File: config.mk
export PLATFORM = sky130hd
export DESIGN_NAME = ppm_pulse_interval_encoder_top_flat
export DESIGN_NICKNAME = d
export VERILOG_FILES = /design/src/sv/ppm_pkg.sv /design/src/sv/ppm_ifs.sv /design/src/sv/ppm_cfg.sv /design/src/sv/ppm_seq.sv /design/src/sv/ppm_calc.sv /design/src/sv/ppm_pulse_interval_encoder_top.sv /design/src/flat_wrapper.sv
export SDC_FILE = /design/constraint.sdc
export NUM_CORES = 1
export LEC_CHECK = 0
export ABC_AREA = 1
export BUFFER_PORTS_ARGS = -buffer_cell sky130_fd_sc_hd__buf_2
export CELL_PAD_IN_SITES_DETAIL_PLACEMENT = 0
export CELL_PAD_IN_SITES_GLOBAL_PLACEMENT = 1
export CORE_MARGIN = 2
export CORE_UTILIZATION = 43
export DETAILED_ROUTE_END_ITERATION = 10
export GPL_ROUTABILITY_DRIVEN = 0
export GPL_TIMING_DRIVEN = 0
export PLACE_DENSITY = 0.82
export SYNTH_ARGS = -nofsm -noshare
export SYNTH_HDL_FRONTEND = slang
export SYNTH_SLANG_ARGS = --single-unit
File: constraint.sdc
create_clock -name i_clk -period 8.3 [get_ports i_clk]
set_input_delay 0.415 -clock i_clk [delete_from_list [all_inputs] [get_ports i_clk]]
set_output_delay 0.415 -clock i_clk [all_outputs]
set_load 0.1 [all_outputs]
File: src/sv/ppm_pkg.sv
// Shared types, constants and the header spacing table for the PPM interval encoder.
// No dependencies; imported by every module of the block.
`timescale 1ns / 1ps
`default_nettype none

package ppm_pkg;

    localparam int unsigned DATA_BITS_DEF = 16;
    localparam int unsigned HDR_PULSES    = 16;
    localparam int unsigned WORD_W        = 16;
    localparam int unsigned FACTOR_W      = 7;
    localparam int unsigned TICKS_W       = 12;
    localparam int unsigned SPACE_W       = 5;
    localparam int unsigned HDR_IDX_W     = 4;
    localparam int unsigned APB_ADDR_W    = 4;
    localparam int unsigned APB_DATA_W    = 32;

    localparam logic [FACTOR_W-1:0] BASE_RST  = 7'd50;
    localparam logic [FACTOR_W-1:0] LONG_RST  = 7'd55;
    localparam logic [FACTOR_W-1:0] SHORT_RST = 7'd45;
    localparam logic [TICKS_W-1:0]  START_RST = 12'd300;

    // register index, taken from paddr[3:2]
    typedef enum logic [1:0] {
        REG_BASE  = 2'd0,
        REG_LONG  = 2'd1,
        REG_SHORT = 2'd2,
        REG_START = 2'd3
    } t_reg_idx;

    typedef struct packed {
        logic [FACTOR_W-1:0] base_factor;
        logic [FACTOR_W-1:0] long_factor;
        logic [FACTOR_W-1:0] short_factor;
        logic [TICKS_W-1:0]  start_delay;
    } t_cfg;

    // one pulse slot handed from the sequencer to the interval stage
    typedef struct packed {
        logic                 is_data;
        logic [HDR_IDX_W-1:0] hdr_sel;   // header slot, 0 = start delay
        logic                 cur_bit;
        logic                 prev_bit;
        logic                 last;
    } t_beat;

    // header spacing in base_factor units; slot 0 is the start delay
    function automatic logic [SPACE_W-1:0] hdr_space(input logic [HDR_IDX_W-1:0] idx);
        logic [SPACE_W-1:0] s;
        case (idx)
            4'd1:    s = 5'd23;
            4'd2:    s = 5'd16;
            4'd3:    s = 5'd20;
            4'd4:    s = 5'd25;
            4'd5:    s = 5'd29;
            4'd6:    s = 5'd27;
            4'd7:    s = 5'd24;
            4'd8:    s = 5'd22;
            4'd9:    s = 5'd28;
            4'd10:   s = 5'd17;
            4'd11:   s = 5'd21;
            4'd12:   s = 5'd30;
            4'd13:   s = 5'd18;
            4'd14:   s = 5'd26;
            4'd15:   s = 5'd19;
            default: s = 5'd0;
        endcase
        return s;
    endfunction

endpackage

`default_nettype wire

File: src/sv/ppm_ifs.sv
// Valid/ready channel interfaces for the word input and the pulse interval output.
// Depends on ppm_pkg for field widths.
`timescale 1ns / 1ps
`default_nettype none

interface ppm_in_if;
    logic                        valid;
    logic                        ready;
    logic [ppm_pkg::WORD_W-1:0]  data_word;

    modport source (output valid, output data_word, input ready);
    modport sink   (input valid, input data_word, output ready);
endinterface

interface ppm_out_if;
    logic                        valid;
    logic                        ready;
    logic [ppm_pkg::TICKS_W-1:0] interval_ticks;
    logic                        is_data_pulse;
    logic                        last_pulse;

    modport source (output valid, output interval_ticks, output is_data_pulse,
                    output last_pulse, input ready);
    modport sink   (input valid, input interval_ticks, input is_data_pulse,
                    input last_pulse, output ready);
endinterface

`default_nettype wire

File: src/sv/ppm_cfg.sv
// APB register file: base, long and short factors and start delay.
// Depends on ppm_pkg.
`timescale 1ns / 1ps
`default_nettype none

module ppm_cfg (
    input  wire logic                           i_clk,
    input  wire logic                           i_rst_n,
    input  wire logic                           i_psel,
    input  wire logic                           i_penable,
    input  wire logic                           i_pwrite,
    input  wire logic [ppm_pkg::APB_ADDR_W-1:0] i_paddr,
    input  wire logic [ppm_pkg::APB_DATA_W-1:0] i_pwdata,
    output      logic [ppm_pkg::APB_DATA_W-1:0] o_prdata,
    output      logic                           o_pready,
    output      ppm_pkg::t_cfg                  o_cfg
);
    import ppm_pkg::*;

    t_cfg     r_cfg;
    t_cfg     n_cfg;
    t_reg_idx s_idx;
    logic     s_wr;

    assign o_pready = 1'b1;
    assign s_idx    = t_reg_idx'(i_paddr[3:2]);
    assign s_wr     = i_psel & i_penable & i_pwrite & o_pready;

    always_comb begin
        n_cfg = r_cfg;
        if (s_wr) begin
            unique case (s_idx)
                REG_BASE:  n_cfg.base_factor  = i_pwdata[FACTOR_W-1:0];
                REG_LONG:  n_cfg.long_factor  = i_pwdata[FACTOR_W-1:0];
                REG_SHORT: n_cfg.short_factor = i_pwdata[FACTOR_W-1:0];
                REG_START: n_cfg.start_delay  = i_pwdata[TICKS_W-1:0];
                default:   n_cfg = r_cfg;
            endcase
        end
    end

    always_ff @(posedge i_clk) begin
        if (!i_rst_n) begin
            r_cfg.base_factor  <= BASE_RST;
            r_cfg.long_factor  <= LONG_RST;
            r_cfg.short_factor <= SHORT_RST;
            r_cfg.start_delay  <= START_RST;
        end else begin
            r_cfg <= n_cfg;
        end
    end

    always_comb begin
        unique case (s_idx)
            REG_BASE:  o_prdata = APB_DATA_W'(r_cfg.base_factor);
            REG_LONG:  o_prdata = APB_DATA_W'(r_cfg.long_factor);
            REG_SHORT: o_prdata = APB_DATA_W'(r_cfg.short_factor);
            REG_START: o_prdata = APB_DATA_W'(r_cfg.start_delay);
            default:   o_prdata = '0;
        endcase
    end

    assign o_cfg = r_cfg;

endmodule

`default_nettype wire

File: src/sv/ppm_seq.sv
// Frame sequencer: holds the accepted word and steps through header and data slots.
// Depends on ppm_pkg and ppm_in_if.
`timescale 1ns / 1ps
`default_nettype none

module ppm_seq #(
    parameter int unsigned DATA_BITS = ppm_pkg::DATA_BITS_DEF
) (
    input  wire logic     i_clk,
    input  wire logic     i_rst_n,
    ppm_in_if.sink        i_in,
    input  wire logic     i_adv_ok,   // interval stage can take a slot
    output      logic     o_beat_valid,
    output ppm_pkg::t_beat o_beat
);
    import ppm_pkg::*;

    localparam int unsigned TOTAL  = HDR_PULSES + DATA_BITS;
    localparam int unsigned BEAT_W = $clog2(TOTAL);
    localparam int unsigned LOAD_W = (DATA_BITS < WORD_W) ? DATA_BITS : WORD_W;

    logic                 r_busy,  n_busy;
    logic [BEAT_W-1:0]    r_beat,  n_beat;
    logic [DATA_BITS-1:0] r_shift, n_shift;
    logic                 r_prev,  n_prev;
    logic                 s_adv;
    logic                 s_last;
    logic                 s_is_data;
    logic                 s_take;

    assign s_last    = (r_beat == BEAT_W'(TOTAL - 1));
    assign s_is_data = (r_beat >= BEAT_W'(HDR_PULSES));
    assign s_adv     = r_busy & i_adv_ok;
    // next word enters while the final slot of this one moves on
    assign i_in.ready = ~r_busy | (i_adv_ok & s_last);
    assign s_take    = i_in.valid & i_in.ready;

    always_comb begin
        n_busy  = r_busy;
        n_beat  = r_beat;
        n_shift = r_shift;
        n_prev  = r_prev;
        if (s_adv) begin
            n_beat = r_beat + BEAT_W'(1);
            if (s_is_data) begin
                n_prev  = r_shift[DATA_BITS-1];
                n_shift = r_shift << 1;
            end
            if (s_last) begin
                n_busy = 1'b0;
            end
        end
        if (s_take) begin
            n_busy  = 1'b1;
            n_beat  = '0;
            n_shift = DATA_BITS'(i_in.data_word[LOAD_W-1:0]);
            n_prev  = 1'b1;   // last header pulse counts as a 1
        end
    end

    always_ff @(posedge i_clk) begin
        if (!i_rst_n) begin
            r_busy <= 1'b0;
            r_beat <= '0;
        end else begin
            r_busy <= n_busy;
            r_beat <= n_beat;
        end
    end

    always_ff @(posedge i_clk) begin
        r_shift <= n_shift;
        r_prev  <= n_prev;
    end

    assign o_beat_valid     = r_busy;
    assign o_beat.is_data   = s_is_data;
    assign o_beat.hdr_sel   = r_beat[HDR_IDX_W-1:0];
    assign o_beat.cur_bit   = r_shift[DATA_BITS-1];
    assign o_beat.prev_bit  = r_prev;
    assign o_beat.last      = s_last;

endmodule

`default_nettype wire

File: src/sv/ppm_calc.sv
// Interval stage: computes tick count for one slot into the output register.
// Depends on ppm_pkg and ppm_out_if.
`timescale 1ns / 1ps
`default_nettype none

module ppm_calc (
    input  wire logic     i_clk,
    input  wire logic     i_rst_n,
    input  wire ppm_pkg::t_cfg  i_cfg,
    input  wire logic     i_beat_valid,
    input  wire ppm_pkg::t_beat i_beat,
    output      logic     o_adv_ok,
    ppm_out_if.source     o_out
);
    import ppm_pkg::*;

    logic                r_valid, n_valid;
    logic [TICKS_W-1:0]  r_ticks, n_ticks;
    logic                r_data,  r_last;
    logic [FACTOR_W-1:0] s_factor;

    assign o_adv_ok = ~r_valid | o_out.ready;

    always_comb begin
        if (i_beat.cur_bit == i_beat.prev_bit) begin
            s_factor = i_cfg.base_factor;
        end else if (i_beat.prev_bit) begin
            s_factor = i_cfg.long_factor;
        end else begin
            s_factor = i_cfg.short_factor;
        end

        if (i_beat.is_data) begin
            n_ticks = TICKS_W'({s_factor, 4'b0000});
        end else if (i_beat.hdr_sel == '0) begin
            n_ticks = i_cfg.start_delay;
        end else begin
            // 7 x 5 bits, at most 3810
            n_ticks = TICKS_W'(i_cfg.base_factor) * TICKS_W'(hdr_space(i_beat.hdr_sel));
        end

        n_valid = r_valid;
        if (o_adv_ok) begin
            n_valid = i_beat_valid;
        end
    end

    always_ff @(posedge i_clk) begin
        if (!i_rst_n) begin
            r_valid <= 1'b0;
        end else begin
            r_valid <= n_valid;
        end
    end

    always_ff @(posedge i_clk) begin
        if (o_adv_ok && i_beat_valid) begin
            r_ticks <= n_ticks;
            r_data  <= i_beat.is_data;
            r_last  <= i_beat.last;
        end
    end

    assign o_out.valid          = r_valid;
    assign o_out.interval_ticks = r_ticks;
    assign o_out.is_data_pulse  = r_data;
    assign o_out.last_pulse     = r_last;

endmodule

`default_nettype wire

File: src/sv/ppm_pulse_interval_encoder_top.sv
// PPM pulse interval encoder, top level: one data word in, 16 + DATA_BITS intervals out.
// Words are held in the sequencer registers, their intervals in the output register.
// Throughput: one interval per cycle while the sink is ready and words keep coming,
//   set by the single output register draining one slot per transfer.
// Reset: synchronous, active low; clears sequencer and output valid, restores factor
//   and start delay registers to 50 / 55 / 45 / 300.
`timescale 1ns / 1ps
`default_nettype none

module ppm_pulse_interval_encoder_top #(
    parameter int unsigned DATA_BITS = ppm_pkg::DATA_BITS_DEF   // 2..32
) (
    input  wire logic                           i_clk,
    input  wire logic                           i_rst_n,
    ppm_in_if.sink                              i_in,
    ppm_out_if.source                           o_out,
    input  wire logic                           i_psel,
    input  wire logic                           i_penable,
    input  wire logic                           i_pwrite,
    input  wire logic [ppm_pkg::APB_ADDR_W-1:0] i_paddr,
    input  wire logic [ppm_pkg::APB_DATA_W-1:0] i_pwdata,
    output      logic [ppm_pkg::APB_DATA_W-1:0] o_prdata,
    output      logic                           o_pready
);
    import ppm_pkg::*;

    // Structure:
    //   ppm_cfg  - APB registers, user writes only between frames (block does not check)
    //   ppm_seq  - captures the word, walks header slots then data bits MSB first;
    //              takes the next word in the cycle its final slot moves on
    //   ppm_calc - factor select / constant multiply into the output register
    t_cfg  s_cfg;
    t_beat s_beat;
    logic  s_beat_valid;
    logic  s_adv_ok;

    ppm_cfg u_cfg (
        .i_clk     (i_clk),
        .i_rst_n   (i_rst_n),
        .i_psel    (i_psel),
        .i_penable (i_penable),
        .i_pwrite  (i_pwrite),
        .i_paddr   (i_paddr),
        .i_pwdata  (i_pwdata),
        .o_prdata  (o_prdata),
        .o_pready  (o_pready),
        .o_cfg     (s_cfg)
    );

    ppm_seq #(
        .DATA_BITS (DATA_BITS)
    ) u_seq (
        .i_clk        (i_clk),
        .i_rst_n      (i_rst_n),
        .i_in         (i_in),
        .i_adv_ok     (s_adv_ok),
        .o_beat_valid (s_beat_valid),
        .o_beat       (s_beat)
    );

    ppm_calc u_calc (
        .i_clk        (i_clk),
        .i_rst_n      (i_rst_n),
        .i_cfg        (s_cfg),
        .i_beat_valid (s_beat_valid),
        .i_beat       (s_beat),
        .o_adv_ok     (s_adv_ok),
        .o_out        (o_out)
    );

`ifndef NO_ASSERTIONS
    // a fresh word always starts at the start-delay slot
    a_start_slot: assert property (@(posedge i_clk) disable iff (!i_rst_n)
        (i_in.valid && i_in.ready) |=>
            (s_beat_valid && !s_beat.is_data && s_beat.hdr_sel == '0))
        else $error("frame did not start at start-delay slot");

    // a new word is taken mid-frame only while the final slot leaves
    a_no_overrun: assert property (@(posedge i_clk) disable iff (!i_rst_n)
        (i_in.ready && s_beat_valid) |-> (s_beat.last && s_adv_ok))
        else $error("input taken before frame end");

    // the final pulse of a frame is always a data pulse
    a_last_is_data: assert property (@(posedge i_clk) disable iff (!i_rst_n)
        (o_out.valid && o_out.last_pulse) |-> o_out.is_data_pulse)
        else $error("last pulse flagged on a header slot");

    // after the final pulse leaves, the next one is a header pulse
    a_header_follows: assert property (@(posedge i_clk) disable iff (!i_rst_n)
        (o_out.valid && o_out.ready && o_out.last_pulse) ##1 o_out.valid |->
            !o_out.is_data_pulse)
        else $error("frame did not restart with header");
`endif

endmodule

`default_nettype wire

File: src/flat_wrapper.sv
// flat-port wrapper written by rule: the top's interface ports become plain ports
module ppm_pulse_interval_encoder_top_flat import ppm_pkg::*;
#(
    parameter int unsigned DATA_BITS = ppm_pkg::DATA_BITS_DEF           
)
  (i_clk, i_rst_n, i_psel, i_penable, i_pwrite, i_paddr, i_pwdata, o_prdata, o_pready, i_in_valid, i_in_data_word, i_in_ready, o_out_valid, o_out_interval_ticks, o_out_is_data_pulse, o_out_last_pulse, o_out_ready);
  ppm_in_if i_in_i ();
  ppm_out_if o_out_i ();
  input  wire logic i_clk;
  input  wire logic i_rst_n;
  input  wire logic i_psel;
  input  wire logic i_penable;
  input  wire logic i_pwrite;
  input  wire logic [ppm_pkg::APB_ADDR_W-1:0] i_paddr;
  input  wire logic [ppm_pkg::APB_DATA_W-1:0] i_pwdata;
  output      logic [ppm_pkg::APB_DATA_W-1:0] o_prdata;
  output      logic o_pready;
  input wire logic [$bits(i_in_i.valid)-1:0] i_in_valid;
  input wire logic [$bits(i_in_i.data_word)-1:0] i_in_data_word;
  output wire logic [$bits(i_in_i.ready)-1:0] i_in_ready;
  output wire logic [$bits(o_out_i.valid)-1:0] o_out_valid;
  output wire logic [$bits(o_out_i.interval_ticks)-1:0] o_out_interval_ticks;
  output wire logic [$bits(o_out_i.is_data_pulse)-1:0] o_out_is_data_pulse;
  output wire logic [$bits(o_out_i.last_pulse)-1:0] o_out_last_pulse;
  input wire logic [$bits(o_out_i.ready)-1:0] o_out_ready;
  assign i_in_i.valid = i_in_valid;
  assign i_in_i.data_word = i_in_data_word;
  assign i_in_ready = i_in_i.ready;
  assign o_out_valid = o_out_i.valid;
  assign o_out_interval_ticks = o_out_i.interval_ticks;
  assign o_out_is_data_pulse = o_out_i.is_data_pulse;
  assign o_out_last_pulse = o_out_i.last_pulse;
  assign o_out_i.ready = o_out_ready;
  ppm_pulse_interval_encoder_top #(.DATA_BITS(DATA_BITS)) u_core (.i_clk(i_clk), .i_rst_n(i_rst_n), .i_in(i_in_i), .o_out(o_out_i), .i_psel(i_psel), .i_penable(i_penable), .i_pwrite(i_pwrite), .i_paddr(i_paddr), .i_pwdata(i_pwdata), .o_prdata(o_prdata), .o_pready(o_pready));
endmodule
==> metrics.cfg <==
[worst_hold_path]
hold_path_class=in -> reg
min_from=i_pwdata[8]

[power_and_ir_drop]
finalPower_mw=1.04
max-vdd-ir-drop_v=0.000101
p_leak_nw=2.97
powerDensity_nw_per_um2=182

[die]
die_w_um=111
die_h_um=111
core_um2=11000
die_area_um2=12200
io_pins=108
start_util_pct=44.5
row_count=38

[timing]
worst_pin_slew_ns=0.675
slew-limit-headroom_pct=54.9
tns_ns=0
finClkSkew_ns=0.0138
setup_viol=0
fin_crit_sh_pct=47.6
maxSlewViolCount=0
fmax_mhz=253
timing.final.crit_period_ns=3.95
hold_viol=0
grt_setup_unrepaired=no

[worst_setup_path]
reg2reg_slack_ns=4.35
critPathArrivalTime_ns=4.04
rr_startpoint=u_core.u_cfg.o_cfg[30]
worstSetupPathType=reg -> reg
crit_required_ns=8.39
crit_path_max_fanout=8
end_kind=flop
start_kind=flop
critPathLaunch=u_core.u_cfg.o_cfg[30]

[clock_network]
cts-root-buf=clkbuf_16
post_cts_buffers=0
clock_latency_ns=0.34
cts-buffers-inserted=9
cts.reportedPaths.clkPinSlew_ns=0.07
post_cts_resize_count=0
cts_tree=yes
htree_levels=3
clock-sinks=76
clockBufferDepth=2
hold_buffers=0

[grt]
antenna_found_initial=0
grt_pass1_vias=4047
overflow=0
grt_max_degree=19
grt_pass1_wl_um=19800
grt_usage_pct=19.8

[logic_synthesis]
synth-edff-count=30
synth_area_um2=4890
yosysWarnings=0
synthTopCellsByCount=157 x nand2_1, 95 x inv_1, 46 x dfxtp_1
synth_top_cell_area_share_pct=18.8
ys_types=42
synth_area_leader_cell=dfxtp_1
ys_seq_area_share_pct=37.3
synth_flop_cell=dfxtp_1
synthArstFlopShare_pct=0
synth_area_leaders=dfxtp_1 19%, edfxtp_1 18%, nand2_1 12%, inv_1 7.3%, fa_1 6.1%
yosysMostFrequentCell=nand2_1
syn_inst=610
synth-seq-cells=76
syn_area_per_cell_um2=8.01

[flow_run]
cap_viol_max_count=0

[layout]
utilization_pct=52.2
drive_gt1_share_pct=21.0
nFillCells=1067
num-nets-final=800
antennaDiodeCount=0
syn2layout_area_growth_pct=17.4

[routing]
routed_wl_um=11800
wl_per_cell_um=13.9
drtIter0Drc=305
postRouteAntennaNets=0
first_pass_iters=5
vias=4101
drc=0
viasPerCell=4.84

[place]
io_buffers=63
hpwl_um=9310

[status]
status=finished, final reports clean

[flip-flops by register name (all words and copies together) (netlist names), named ones only]
name / flops
u_core.u_calc.o_out.last_pulse: 1
u_core.u_seq.r_shift: 16
u_core.u_cfg.o_cfg: 33
u_core.u_calc.o_out.is_data_pulse: 1
u_core.u_seq.o_beat_valid: 1
u_core.u_seq.r_beat: 5
u_core.u_calc.o_out.interval_ticks: 12
u_core.u_seq.r_prev: 1
u_core.u_calc.o_out.valid: 1
[path summary, 6_finish.rpt]
| kind | endpoint | cells after the start |
|---|---|---|
| max | u_core.u_calc.o_out.interval_ticks[9] | 17 |
| min | u_core.u_cfg.o_cfg[8] | 3 |
| max reg2reg | u_core.u_calc.o_out.interval_ticks[9] | 17 |
| min reg2reg | u_core.u_cfg.o_cfg[11] | 2 |
[critical path, cell delays in order (launching register included)]
cell and delay [ns]:
dfxtp_1 0.31, clkbuf_1 0.37, nand2_1 0.09, inv_1 0.08, fa_1 0.44, fa_1 0.54
inv_1 0.05, fa_1 0.52, inv_1 0.04, ha_1 0.34, a21oi_1 0.32, nor2_1 0.08
nor2_1 0.13, nand2_1 0.06, nand2_1 0.05, nand3_1 0.10, nand3_1 0.12, nand2_1 0.06
[layout make-up]
cell class,count,area (um2),area share (%)
multi-input cells,414,2510,43.7
plain buffers,37,241,4.21
inverters,102,385,6.72
well taps,140,175,3.05
flip-flops and latches,76,1820,31.7
repair buffers,63,315,5.49
clock buffers,9,225,3.92
clock inverters,7,63.8,1.11
[logic make-up after synthesis]
family	after synthesis	share of synthesized area (%)
adders and majority gates	38	12.0
other	2	0.154
buffers and inverters	139	12.8
muxes	15	3.92
DFF	76	37.3
and+or+nand+nor	261	24.1
xor gates and xnor gates	2	0.512
AOI/OAI and AO/OA	77	9.22
[stage by stage]
step                      area [um2]  cells  hold WS [ns]  setup WS, ns
after detailed placement        5450    832         0.475          4.33
after floorplan                 4960    629         0.441          4.86
after global routing            5740    848         0.299          4.04
after CTS                       5740    848         0.284          4.32
after global placement          5450    832         0.463          4.41
final                           5740    848         0.290          4.35
[layout by cell type, fill, tap and decap left out, types with 15 or more instances in the layout]
cell,instances
nand2_1,157
inv_1,95
buf_2,64
dfxtp_1,46
nor2_1,42
nand3_1,35
edfxtp_1,30
o21ai_0,29
ha_1,23
a21oi_1,21
buf_4,21
conb_1,21
fa_1,15
[power breakdown]
| group | leakage [nW] | internal, mW | switching, mW |
|---|---|---|---|
| clock network | 0.143 | 0.210 | 0.174 |
| registers | 0.656 | 0.409 | 0.0106 |
| logic | 2.17 | 0.0580 | 0.182 |
[routing by layer]
layer / wire length, um / vias up / global-route usage, % / part of all wire (%)
met2: 5560 / 111 / 32.8 / 47
li1: - / 2095 / - / -
met5: 0 / - / 0 / 0
met3: 586 / 10 / 4.17 / 5.0
met1: 5560 / 1885 / 26.4 / 47
met4: 114 / 0 / 5.58 / 0.97
Power figures use the tool's default switching activity.
